## src/rtl/csa_ram.sv

```systemverilog
`timescale 1ns / 1ps

module csa_ram #(
  parameter int WIDTH = 192,
  parameter int DEPTH = 16
) (
  input  logic                                   clk,
  input  logic                                   wr_en,
  input  logic [(DEPTH > 1 ? $clog2(DEPTH) : 1)-1:0] wr_addr,
  input  logic [WIDTH-1:0]                       wr_data,
  input  logic                                   rd_en,
  input  logic [(DEPTH > 1 ? $clog2(DEPTH) : 1)-1:0] rd_addr,
  output logic [WIDTH-1:0]                       rd_data
);

  logic [WIDTH-1:0] mem [DEPTH];

  // A read at the address being written returns the old contents.
  always_ff @(posedge clk) begin
    if (wr_en) begin
      mem[wr_addr] <= wr_data;
    end
    if (rd_en) begin
      rd_data <= mem[rd_addr];
    end
  end

endmodule

```

## config.mk

```make
export PLATFORM = sky130hd
export DESIGN_NAME = csa_ram
export DESIGN_NICKNAME = d
export VERILOG_FILES = /design/src/rtl/csa_ram.sv
export SDC_FILE = /design/constraint.sdc
export NUM_CORES = 2
export LEC_CHECK = 0
export ABC_CLOCK_PERIOD_IN_PS = 15700
export BUFFER_PORTS_ARGS = -buffer_cell sky130_fd_sc_hd__buf_2
export CORE_MARGIN = 3
export CORE_UTILIZATION = 61
export CTS_BUF_LIST = sky130_fd_sc_hd__clkbuf_8 sky130_fd_sc_hd__clkbuf_16
export DETAILED_ROUTE_END_ITERATION = 8
export PLACE_DENSITY = 0.82
export SETUP_SLACK_MARGIN = 0.5
export SLEW_MARGIN = 0
export SYNTH_ARGS = -nofsm -noshare
export SYNTH_HDL_FRONTEND = slang
export SYNTH_SLANG_ARGS = --single-unit
```

## constraint.sdc

```tcl
create_clock -name clk -period 15.7 [get_ports clk]
set_input_delay 0 -clock clk [delete_from_list [all_inputs] [get_ports clk]]
set_output_delay 0 -clock clk [all_outputs]
set_load 0.02 [all_outputs]
```

==> reports/metrics.cfg <==
[final_layout]
fin_util_pct=71.19
final_cells=8829
fin_nets=6136
nFillCells=10710
area_growth_pct=15.47
multiInputGateArea_mm2=0.02159
drive_gt1_share_pct=27.13
regArea_mm2=0.09801

[floorplanning]
dieArea_mm2=0.2033
fp.dieW_um=450.9
die_y_um=450.9
core_mm2=0.1958
io_pins=395
initial_core_util_pct=61.66
row_count=162

[timing]
finalMaxSlewViolations=0
max_slew_margin_pct=17.34
hold_ws_ps=44.10
fmax_mhz=223.5
min_period_over_period_pct=28.50
rsz0062_at_grt=no
setup_tns_ps=0
fin_crit_ps=4475
tightest_slew_ps=1240
fin_skew_ps=56.25
hold_viol=0
setup_violations=0

[route]
vias=59790
postRouteAntennaNets=0
first_pass_iters=6
avgRoutedWirePerCell_um=34.59
initialDrtViolationCount=8679
drc=0
wl_mm=305.4
vias_per_cell=6.772

[place]
gp_congestion=0.7579
dp_cells=7882
dp_hpwl_mm=141.1
port_buffers=394

[synth]
ys_warn_count=0
synth_top_cell_by_area=edfxtp_1
synth_area_mm2=0.1207
synthTopCellsByArea=edfxtp_1 (81%), mux4_2 (13%), a22oi_1 (2.0%)
synthCells=5024
syn-num-nets=5227
ys_seq_area_share_pct=81.19
yosys_register_bits=3264
yosysUniqueCellTypes=24
synth_area_per_cell_um2=24.03
netlist.area_leader.share_pct=81.19

[clocking]
clk_pin_slew_ps=70
clkLatencyLatePin_ps=950
post_cts_resized=0
root_buffer=clkbuf_16
htreeDepth=5
cts-buffers-inserted=327
cts_max_path_buffers=4
cts_tree=yes
clock-sinks=3264

[critical_path]
cp-end-kind=flop
worstPathArrival_ps=5150
cp_data_required_time_ps=16370
path_class=primary input to flop
start_kind=primary input
crit_fanout=72

[grt]
grt_max_degree=116
grt_pass1_wl_mm=440.6
grt_use_total_pct=30.25
grt_antenna_before_repair=47
grt_overflow=0
first_global_vias=62790

[power]
power_density_mw_per_mm2=131.2
leakage_uw=0.04525
vdd_drop_max_mv=0.1117
total_power_uw=18290

[hold_path]
hp-class=primary input to flop

[job]
maxCapViolCount=0

[outcome]
status=completed

[worst max-delay path: stages]
cell and delay, ps:
dlygate4sd3_1 570, buf_8 380, buf_4 590, buf_4 810, buf_4 850, buf_4 910
mux4_2 460, a22oi_1 240, nand2_1 100
[report_power, final]
group	total, uW	switching, uW	internal, uW
combinational	976	597	379
clock	7410	3200	4210
sequential	9900	80.2	9820
[flip-flops by register name, indices dropped and copies added (netlist names)]
register,flops
mem,3072
rd_data,192
[logic make-up after synthesis]
logic type | Yosys count | synth area share [%]
flops | 3264 | 81.19
mux | 838 | 14.38
compound gates | 442 | 2.649
buf+inv | 268 | 1.067
simple gates | 212 | 0.7162
[through the flow]
step / setup WS, ps / instance area [um^2]
after CTS: 11350 / 139300
after global routing: 10940 / 139400
final: 11230 / 139400
after detailed placement: 11040 / 125900
after global placement: 11100 / 125900
after floorplan: 1275 / 120700
[final cells by class]
type | count | share of cell area, %
multi-input cells | 1492 | 15.49
repair buffers | 847 | 4.625
flip-flops and latches | 3264 | 70.31
clock inverters | 230 | 1.171
well taps | 2624 | 2.355
diodes | 38 | 0.06822
clock buffers | 333 | 5.978
inverters | 1 | 0.002693
[cells in the final DEF, fill, tap and decap left out, types with 38 or more instances in the layout]
cell type and n:
dlygate4sd3_1 346, inv_1 55, buf_4 95, diode_2 38, clkinv_2 51, clkinv_1 83
nand2_1 167, edfxtp_1 3264, mux4_2 717, buf_2 389, clkbuf_16 333, mux2i_1 121
a22oi_1 329
[synth_stat cells]
library cell and number:
edfxtp_1 3264, mux4_2 717, a22oi_1 329, nand2_1 167, mux2i_1 121, clkbuf_1 107
buf_2 88, buf_4 38, a21oi_1 35, buf_1 30, a211oi_1 27, o22ai_1 27
o211ai_1 23, nor2_1 17, nor2b_1 13, buf_6 4, nor3_1 4, nand2b_1 3
nand3b_1 3, and2_1 2, nand3_1 2, clkinv_1 1, o2111ai_1 1, or3b_2 1
[worst paths after layout]
kind	from	endpoint	depth (start not counted)	slack, ps
min	wr_data[40]	mem[4][40]	2	40
max reg2reg	mem[0][158]	rd_data[158]	4	13880
min reg2reg	mem[7][113]	rd_data[113]	3	710
max	rd_addr[1]	rd_data[92]	9	11230
[per-layer routing]
layer | GRT usage, % | vias to the layer above | wire length (um)
met5 | 0 | - | 59
met4 | 15.67 | 10 | 17510
met3 | 5.717 | 882 | 30570
met2 | 49.60 | 4355 | 154400
met1 | 39.28 | 31060 | 102800
li1 | - | 23480 | -
[timing repair]
action | 4_1_cts | 5_1_grt
setup buffers | 0 | 0
endpoints found under the setup margin | 0 | 0
hold buffers | 346 | 0
endpoints found under the hold margin | 3521 | 0
(Power assumes the default switching activity.)
